### config.mk
export PLATFORM = sky130hd
export DESIGN_NAME = igbt_cmp_unit
export DESIGN_NICKNAME = d
export VERILOG_FILES = /design/src/rtl/igbt_pkg.sv /design/src/rtl/igbt_cmp_unit.sv
export SDC_FILE = /design/constraint.sdc
export NUM_CORES = 2
export LEC_CHECK = 0
export BUFFER_PORTS_ARGS = -buffer_cell sky130_fd_sc_hd__buf_2
export CORE_MARGIN = 5
export CORE_UTILIZATION = 70
export CTS_CLUSTER_DIAMETER = 150
export CTS_CLUSTER_SIZE = 14
export DETAILED_ROUTE_END_ITERATION = 6
export GPL_TIMING_DRIVEN = 0
export MAX_ROUTING_LAYER = met4
export PLACE_DENSITY = 0.85
export SYNTH_ARGS = -nofsm -noshare
export SYNTH_HDL_FRONTEND = slang
export SYNTH_SLANG_ARGS = --single-unit
### constraint.sdc
create_clock -name clk -period 21.1 [get_ports clk]
set_clock_uncertainty 0.15 [all_clocks]
set_input_delay 4.22 -clock clk [delete_from_list [all_inputs] [get_ports clk]]
set_output_delay 4.22 -clock clk [all_outputs]
set_load 0.01 [all_outputs]
### src/rtl/igbt_pkg.sv
// igbt_pkg: shared constants for the greedy iou box tracker
// no dependencies
`timescale 1ns / 1ps
package igbt_pkg;
  localparam int MaxTracks     = 16;
  localparam int MaxDetections = 16;
  localparam int CoordBits     = 12;
  localparam int IdBits        = 16;
  localparam int CntBits       = 8;
  localparam int ThrBits       = 16;
  localparam int CfgIdxBits    = 2;

  localparam logic [CfgIdxBits-1:0] CFG_MISS_LIMIT   = 2'd0;
  localparam logic [CfgIdxBits-1:0] CFG_CONFIRM_HITS = 2'd1;
  localparam logic [CfgIdxBits-1:0] CFG_MIN_IOU      = 2'd2;

  localparam logic [CntBits-1:0] MissLimitReset   = 8'd30;
  localparam logic [CntBits-1:0] ConfirmHitsReset = 8'd3;
  localparam logic [ThrBits-1:0] MinIouReset      = 16'd19661;

  localparam logic CMD_DET = 1'b0;
  localparam logic CMD_EOF = 1'b1;
endpackage

### src/rtl/igbt_cmp_unit.sv
// igbt_cmp_unit: shared cross-multiply compare, a*b > c*d, registered products
// depends on igbt_pkg
`timescale 1ns / 1ps
module igbt_cmp_unit import igbt_pkg::*; #(
  parameter int AW = 26,
  parameter int BW = 26
) (
  input  logic          clk,
  input  logic [AW-1:0] a, c,
  input  logic [BW-1:0] b, d,
  output logic          gt
);
  logic [AW+BW-1:0] p1_r, p2_r;
  always_ff @(posedge clk) begin
    p1_r <= a * b;
    p2_r <= c * d;
  end
  assign gt = p1_r > p2_r;
endmodule

==> results.cfg <==
[placement]
dpl.hpwl_um = 115000
portBuffers = 93
place_congestion = 1.08
dp.cells = 6245
pre_cts_slack_ns = 8.76

[grt]
grt_antenna_before_repair = 5
grt_first_pass_wirelength_um = 217000
grt_pass1_vias = 39932
grt_remaining_overflow = 0
grt.total_usage_pct = 39.7
grt_max_degree = 19

[routing]
route.vias.total = 37177
wl_per_cell_um = 22.0
drtPass1Iterations = 7
drc_errors = 6
drt-total-wl_um = 138000
via_per_inst = 5.93
drtIter0Drc = 3433
drtAntennaViolNets = 0

[floorplanning]
fp.coreArea_sq_um = 67200
rows = 95
dieArea_sq_um = 73100
die_h_um = 270
start_util_pct = 70.7
die_w_um = 270
io_pins = 106

[synthesis]
netlist_area_sq_um = 47500
synth-seq-cells = 104
async_flop_share_pct = 0
ys_seq_area_share_pct = 4.39
synth_edf_count = 0
postSynthAreaPerCell_sq_um = 8.99
synth_nets = 6966
synth_ff_type = dfxtp_1
synth.distinct_cells = 61
ys_warn_count = 0
syn_inst = 5279

[sta]
fin_crit_ns = 12.37
rsz0062_at_grt = no
hold_violations = 0
holdWs_ns = 4.12
post-route-period-util_pct = 58.6
setup_tns_ns = 0
fmax_mhz = 80.9
slew_headroom_pct = 30.4
final.setup.worst_slack_ns = 8.73
setup_viol = 0
worst_pin_slew_ns = 1.04
slew_violations = 0

[setup_path]
crit_type = in2reg
end_kind = register
worst_setup_path_start_kind = primary input
endpoint = p2_r[44]
cp.required_ns = 21.19
crit_arrival_ns = 12.46
cp-startpoint = d[6]
cp_max_fo = 10

[outcome]
status = finished, violations left
violations = DRC

[finish]
drive_gt1_share_pct = 2.39
fin_nets = 7070
syn_to_final_growth_pct = 3.98
finalNonFillerCells = 6269

[cts]
cts.sinks = 104
clk_pin_slew_ns = 0.07
post-cts-setup-buffer-count = 0
cts_tree = yes
cts_hold_buf = 0
cts_made_buffers = 9
cts_resized = 0
clk_path_buf_depth = 2
htree_levels = 3
cts-root-buf = clkbuf_16

[worst_hold_path]
hold_class = in2reg

[job]
drv_cap = 0
[through the flow]
stage	util, %	area [sq um]
after floorplan	-	47500
after global placement	73.0	49000
after detailed placement	73.0	49000
after CTS	73.4	49300
after global routing	73.5	49300
final	73.5	49300
[routing by layer]
metal / GRT usage, % / vias up / wire length (um)
met5: - / - / 0
met4: 20.6 / 0 / 9850
met3: 11.7 / 722 / 18000
met2: 59.1 / 2396 / 61300
met1: 49.6 / 18481 / 48700
li1: - / 15578 / -
[worst min path at each step]
stage | depth (start not counted) | slack [ns] | end | startpoint
2_1_floorplan | 1 | 4.19 | p1_r[0] | a[0]
3_3_place_gp | 2 | 4.47 | p1_r[0] | a[0]
3_5_place_dp | 2 | 4.49 | p1_r[0] | a[0]
4_1_cts | 2 | 4.11 | p1_r[0] | a[0]
5_1_grt | 2 | 4.11 | p1_r[0] | a[0]
6_report | 2 | 4.12 | p1_r[0] | a[0]
[worst max-delay path, stage by stage]
cell and delay [ns]:
clkbuf_1 0.75, clkbuf_1 0.64, nand2_1 0.18, fa_1 0.54, inv_1 0.05, fa_1 0.48, inv_1 0.06, fa_1 0.53
fa_1 0.53, inv_1 0.06, fa_1 0.50, fa_1 0.50, inv_1 0.05, fa_1 0.47, inv_1 0.04, ha_1 0.25
clkbuf_1 0.28, nand4_1 0.15, or2_2 0.32, a211oi_1 0.44, o32ai_1 0.24, o21a_1 0.29, o21a_1 0.22, o21ai_1 0.34
a31oi_1 0.16, xnor2_1 0.16
[area by class of cell]
type / instances / area, sq um
Timing Repair Buffer: 93 / 465
Fill cell: 4903 / 17800
Tap cell: 873 / 1090
Clock buffer: 10 / 239
Antenna cell: 8 / 20.0
Clock inverter: 6 / 73.8
Multi-Input combinational cell: 3614 / 39500
Inverter: 1314 / 4930
Sequential cell: 104 / 2080
Buffer: 247 / 931
[cell families after synthesis]
kind of cell             share of synthesized area, %
AO/OA/AOI/OAI                                    4.82
XOR/XNOR                                         1.79
adder cells (fa/ha/maj)                          59.9
buffers and inverters                            12.4
flip-flops                                       4.39
multiplexers                                   0.0211
AND/OR/NAND/NOR                                  16.8
[synth_stat cells, types with 2 or more instances]
| master | count | area [sq um] |
|---|---|---|
| nand3_1 | 16 | 80.1 |
| a311oi_1 | 2 | 17.5 |
| a211oi_1 | 10 | 75.1 |
| and2_1 | 697 | 4360 |
| o2111ai_1 | 2 | 17.5 |
| nand4_1 | 29 | 181 |
| ha_1 | 434 | 5430 |
| dfxtp_1 | 104 | 2080 |
| or2_2 | 2 | 12.5 |
| o211ai_1 | 5 | 37.5 |
| a21oi_1 | 111 | 556 |
| o21ai_0 | 57 | 285 |
| a311oi_2 | 2 | 30.0 |
| nand2b_1 | 7 | 43.8 |
| buf_2 | 3 | 15.0 |
| a31oi_1 | 14 | 87.6 |
| nor2_1 | 60 | 225 |
| a21boi_0 | 2 | 15.0 |
| a221o_1 | 4 | 40.0 |
| xor2_1 | 30 | 263 |
| fa_1 | 1148 | 23000 |
| and3_1 | 13 | 81.3 |
| nor4_1 | 6 | 37.5 |
| a21o_1 | 81 | 608 |
| a41o_1 | 2 | 20.0 |
| clkbuf_1 | 244 | 916 |
| o21a_1 | 13 | 97.6 |
| nor3_1 | 11 | 55.1 |
| o21ai_1 | 5 | 25.0 |
| o21bai_1 | 14 | 105 |
| nor2b_1 | 9 | 56.3 |
| inv_1 | 1314 | 4930 |
| xnor2_1 | 67 | 587 |
| a211o_1 | 4 | 35.0 |
| o22ai_1 | 2 | 12.5 |
| o31ai_1 | 3 | 22.5 |
| nand2_1 | 723 | 2710 |
| and4_1 | 6 | 52.6 |
[cells in the final DEF, fill, tap and decap left out, types with 3 or more instances in the layout]
master     netlist  layout
and2_1         697     697
nor2_1          60      60
o21bai_1        14      14
fa_1          1148    1148
buf_2            3      96
and3_1          13      13
xor2_1          30      30
nor2b_1          9       9
nand2_1        723     723
o21ai_1          5       5
clkbuf_1       244     244
ha_1           434     434
o31ai_1          3       3
dfxtp_1        104     104
o211ai_1         5       5
and4_1           6       6
nor4_1           6       6
a21o_1          81      81
a211oi_1        10      10
a21oi_1        111     111
inv_1         1314    1314
a221o_1          4       4
diode_2          0       8
o21ai_0         57      57
nand2b_1         7       7
a31oi_1         14      14
clkbuf_16        0       9
o21a_1          13      13
nand4_1         29      29
nand3_1         16      16
xnor2_1         67      67
nor3_1          11      11
a211o_1          4       4
[flip-flops by register name, indices dropped and copies added (netlist names)]
register,count
p2_r,52
p1_r,52
Power is left out: the tool's default activity adds up to more than one toggle a clock period on the data nets, which glitch-free logic cannot reach.
