[config.mk]
export PLATFORM = sky130hd
export DESIGN_NAME = igbt_iou_unit
export DESIGN_NICKNAME = d
export VERILOG_FILES = /design/src/rtl/igbt_pkg.sv /design/src/rtl/igbt_iou_unit.sv
export SDC_FILE = /design/constraint.sdc
export NUM_CORES = 1
export LEC_CHECK = 0
export BUFFER_PORTS_ARGS = -buffer_cell sky130_fd_sc_hd__buf_4
export CORE_MARGIN = 2
export CORE_UTILIZATION = 55
export CTS_CLUSTER_DIAMETER = 80
export CTS_CLUSTER_SIZE = 24
export DETAILED_ROUTE_END_ITERATION = 8
export PLACE_DENSITY = 0.83
export REMOVE_ABC_BUFFERS = 1
export SKIP_LAST_GASP = 1
export SLEW_MARGIN = 0
export SYNTH_ARGS = -nofsm -noshare
export SYNTH_HDL_FRONTEND = slang
export SYNTH_SLANG_ARGS = --single-unit
[constraint.sdc]
create_clock -name clk -period 10.87 [get_ports clk]
set_input_delay 1.087 -clock clk [delete_from_list [all_inputs] [get_ports clk]]
set_output_delay 1.087 -clock clk [all_outputs]
set_load 0.02 [all_outputs]
[src/rtl/igbt_pkg.sv]
// igbt_pkg: shared constants for the greedy iou box tracker
// no dependencies
`timescale 1ns / 1ps
package igbt_pkg;
  localparam int MaxTracks     = 16;
  localparam int MaxDetections = 16;
  localparam int CoordBits     = 12;
  localparam int IdBits        = 16;
  localparam int CntBits       = 8;
  localparam int ThrBits       = 16;
  localparam int CfgIdxBits    = 2;

  localparam logic [CfgIdxBits-1:0] CFG_MISS_LIMIT   = 2'd0;
  localparam logic [CfgIdxBits-1:0] CFG_CONFIRM_HITS = 2'd1;
  localparam logic [CfgIdxBits-1:0] CFG_MIN_IOU      = 2'd2;

  localparam logic [CntBits-1:0] MissLimitReset   = 8'd30;
  localparam logic [CntBits-1:0] ConfirmHitsReset = 8'd3;
  localparam logic [ThrBits-1:0] MinIouReset      = 16'd19661;

  localparam logic CMD_DET = 1'b0;
  localparam logic CMD_EOF = 1'b1;
endpackage

[src/rtl/igbt_iou_unit.sv]
// igbt_iou_unit: shared overlap / union unit, two register stages
// depends on igbt_pkg
`timescale 1ns / 1ps
module igbt_iou_unit import igbt_pkg::*; #(
  parameter int COORD_BITS = CoordBits
) (
  input  logic                      clk,
  input  logic [COORD_BITS-1:0]     a_x0, a_y0, a_x1, a_y1,
  input  logic [COORD_BITS-1:0]     b_x0, b_y0, b_x1, b_y1,
  output logic [2*COORD_BITS-1:0]   inter,
  output logic [2*COORD_BITS+1:0]   uni
);
  localparam int W = COORD_BITS;
  logic [W-1:0] ar, ab, br, bb, x0, y0, x1, y1;
  logic [W-1:0] iw_r, ih_r, aw_r, ah_r, bw_r, bh_r;
  logic         ov_r;
  logic [2*W-1:0] ia, aa, ba;
  logic [2*W+1:0] u;

  always_comb begin
    ar = (a_x1 > a_x0) ? a_x1 : a_x0;
    ab = (a_y1 > a_y0) ? a_y1 : a_y0;
    br = (b_x1 > b_x0) ? b_x1 : b_x0;
    bb = (b_y1 > b_y0) ? b_y1 : b_y0;
    x0 = (a_x0 > b_x0) ? a_x0 : b_x0;
    y0 = (a_y0 > b_y0) ? a_y0 : b_y0;
    x1 = (ar < br) ? ar : br;
    y1 = (ab < bb) ? ab : bb;
  end

  always_ff @(posedge clk) begin
    ov_r <= (x1 >= x0) && (y1 >= y0);
    iw_r <= x1 - x0;
    ih_r <= y1 - y0;
    aw_r <= ar - a_x0;
    ah_r <= ab - a_y0;
    bw_r <= br - b_x0;
    bh_r <= bb - b_y0;
  end

  always_comb begin
    ia = ov_r ? iw_r * ih_r : '0;
    aa = aw_r * ah_r;
    ba = bw_r * bh_r;
    u  = {2'b0, aa} + {2'b0, ba} - {2'b0, ia};
  end

  always_ff @(posedge clk) begin
    if (u == '0) begin
      inter <= '0;
      uni   <= {{(2*W+1){1'b0}}, 1'b1};
    end else begin
      inter <= ia;
      uni   <= u;
    end
  end
endmodule

==> summary.txt <==
Floorplanning
  – Die W: about 210 um
  – Die Span Y: around 210 um
  – I/O pin count: 147
  – Core ar.: 0.0433 sq mm
  – Starting Density: 55.9%
  – Die area: ~0.046 sq mm
  – Core Rows: 76

Global route
  – First-pass GRT wire length: 106,000 um
  – GRT Resource Usage Total: 30.4%
  – Pin count of the biggest net entering global routing: 25
  – Initial antenna violation count: 1
  – Vias in the first global route: 21.0k
  – Final global-route overflow total: 0

Setup path
  – CP endpoint kind: register
  – Register-to-Register Setup Slack: -380 ps
  – Crit-path max cell delay: between 500 and 600 ps
  – CP required: 11,200 ps
  – Crit path max fanout: 7
  – CP Data Arrival Time: 11,580 ps
  – CP max-delay cell: fa_1
  – Crit path top cell by count: fa_1
  – Critical path class: reg -> reg
  – Setup crit start kind: register

Detailed routing
  – Met3 wire len: 4330 um
  – WL final: 66,900 um
  – 1st-pass router iterations: 6
  – DR vias: 19.9k
  – Highest routed layer: met5
  – Drt first-iter violations: 1,370
  – Final ANT Viol Nets: 0
  – Met2 Wirelength: 31,800 um
  – M1 WL: 27,100 um
  – Wire per inst: 18.6 um
  – Number of vias per cell: 5.52
  – Post-route DRC: 0

Final layout
  – Share of cells above drive strength 1: 12.9%
  – Commonest non-fill, non-tap cell in the layout: inv_1
  – Area Overhead vs Synth: 13.4%
  – Sequential Area: around 0.0025 sq mm
  – Number of diodes: 0
  – Most frequent cells in the layout: inv_1, fa_1, ha_1
  – Area occupied by multi-input gates: 0.0193 sq mm
  – # fillers: 3,584
  – Final nets: between 3k and 4k
  – Utilization after layout: 63.3%

Logic synthesis
  – Synth warn: 0
  – Cell Area, Synth: 0.0242 sq mm
  – Dominant synthesized flop cell: dfxtp_1
  – Ys async rst share: 0%
  – EDFF count, synth: 0
  – Post-synthesis cell type count: 62
  – Sequential area share after synthesis: 10.2%
  – Post-Syn Instances: ~2.8k
  – Syn avg cell area: 8.58 sq um
  – Register bit count reported by yosys: 123

Placement
  – Hpwl dp: 56,800 um
  – Port bufs: 146
  – RD Place Congestion: 0.971

Worst hold path
  – Class of the worst hold path: reg -> reg

Outcome
  – Violated checks: negative setup slack
  – Status: finished with violations

CTS
  – CTS buffer count: 17
  – Skew-Pair Late Insertion Delay: about 450 ps
  – Hold-fix buffers, CTS: 0
  – Root Driver: clkbuf_16
  – CTS sink cnt: 123
  – H-tree levels: 4
  – Clock transition at the registers of the reported paths: 60 ps
  – CTS tree: done
  – Deepest clock path buffer count: 2

Timing
  – Fin crit share: 103%
  – Final Hold Fails: 0
  – Worst slew margin: around a third
  – Worst Clk Skew: 15.9 ps
  – Final setup fails: 25
  – Post-layout worst setup margin: -378 ps
  – Fin. max-slew vios: 0
  – Worst-Margin Slew: 976 ps
  – Max Freq: between 0.08 and 0.09 GHz
  – RSZ-0062 raised after global routing: yes
  – Final min period: 11,250 ps

Run
  – MaxCap Viol Count: 0
## metal layers
layer	vias to the layer above	GRT usage, %
met5	-	0
met3	182	4.79
met2	729	49.9
met1	9791	38.9
li1	9201	-
met4	2	16.3
## final cells by class
class | count | area share, %
clock buffers | 18 | 1.57
clock inverters | 13 | 0.603
inverters | 593 | 8.12
multi-input cells | 2007 | 70.5
flip-flops and latches | 123 | 9.13
well taps | 585 | 2.67
repair buffers | 266 | 7.41
## stage by stage
step	hold WS [ps]	setup TNS, ps	std cells	instance area [sq um]	setup WS (ps)
after floorplan	574	0	2723	23800	146
after global placement	853	-9970	3560	26500	-409
after detailed placement	842	-15150	3560	26500	-624
after CTS	842	-5180	3603	27400	-217
after global routing	867	-17260	3605	27400	-716
final	840	-8550	3605	27400	-378
## cell families after synthesis
group | count (synthesis) | share of synthesized area, %
AO/OA/AOI/OAI | 328 | 8.78
XOR/XNOR | 68 | 2.46
adder cells (fa/ha/maj) | 717 | 48.6
buffers and inverters | 687 | 10.7
flip-flops | 123 | 10.2
multiplexers | 64 | 2.81
AND/OR/NAND/NOR | 830 | 16.5
## final timing paths
path / depth (start not counted) / end / start
hold / removal: 3 / inter[0] / ih_r[0]
setup / recovery: 41 / inter[11] / iw_r[6]
hold reg to reg: 3 / inter[0] / ih_r[0]
setup reg to reg: 41 / inter[11] / iw_r[6]
## worst max-delay path: cells and delay by family, from the launching register on
kind,cells,cell delay (ps)
DFF,1,370
buffers and inverters,11,860
adders and majority gates,14,6470
and+or+nand+nor,7,1460
AOI/OAI and AO/OA,8,1800
xor gates and xnor gates,1,150
## sequential cells by signal, summed over array words and instances, names as in the netlist
name	flops
ih_r	12
iw_r	12
aw_r	12
bw_r	12
bh_r	12
ov_r	1
inter	24
uni	26
ah_r	12
## timing repair
action | in CTS | in global routing
setup buffers | 10 | 5
pin swaps | 22 | 2
gates resized for setup | 62 | 11
cloned | 2 | 0
setup endpoints to repair | 26 | 26
## synth_stat cells, types with 3 or more instances
library cell    n  share of area, %
a211oi_1        3             0.093
a21boi_0       31              0.96
a21o_1         56               1.7
a21oi_1        86               1.8
a221oi_1        3              0.11
a311o_1         3              0.12
a31oi_1         9              0.23
a41oi_1         3              0.11
and2_1        186               4.8
and3_1          8              0.21
and4_1          3              0.11
clkbuf_1       89               1.4
dfxtp_1       123                10
fa_1          369                31
ha_1          348                18
inv_1         593               9.2
mux2_2         30               1.4
mux2i_1        34               1.4
nand2_1       330               5.1
nand2b_1       12              0.31
nand3_1        18              0.37
nand3b_1        5              0.16
nand4_1        32              0.83
nor2_1        153               2.4
nor2b_1        35              0.91
nor3_1         21              0.43
nor4_1          3             0.078
o211ai_1        7              0.22
o21a_1         11              0.34
o21ai_0        79               1.6
o21bai_1        3             0.093
o22a_1          4              0.14
o31ai_1         4              0.12
o41ai_1         6              0.22
or2_2           6              0.16
or3_1           6              0.16
or4_1           6              0.19
xnor2_1        51               1.8
xor2_1         17              0.62
Power is not shown: default switching activity piles up to over one toggle a cycle in this logic, so the estimate is an artifact.
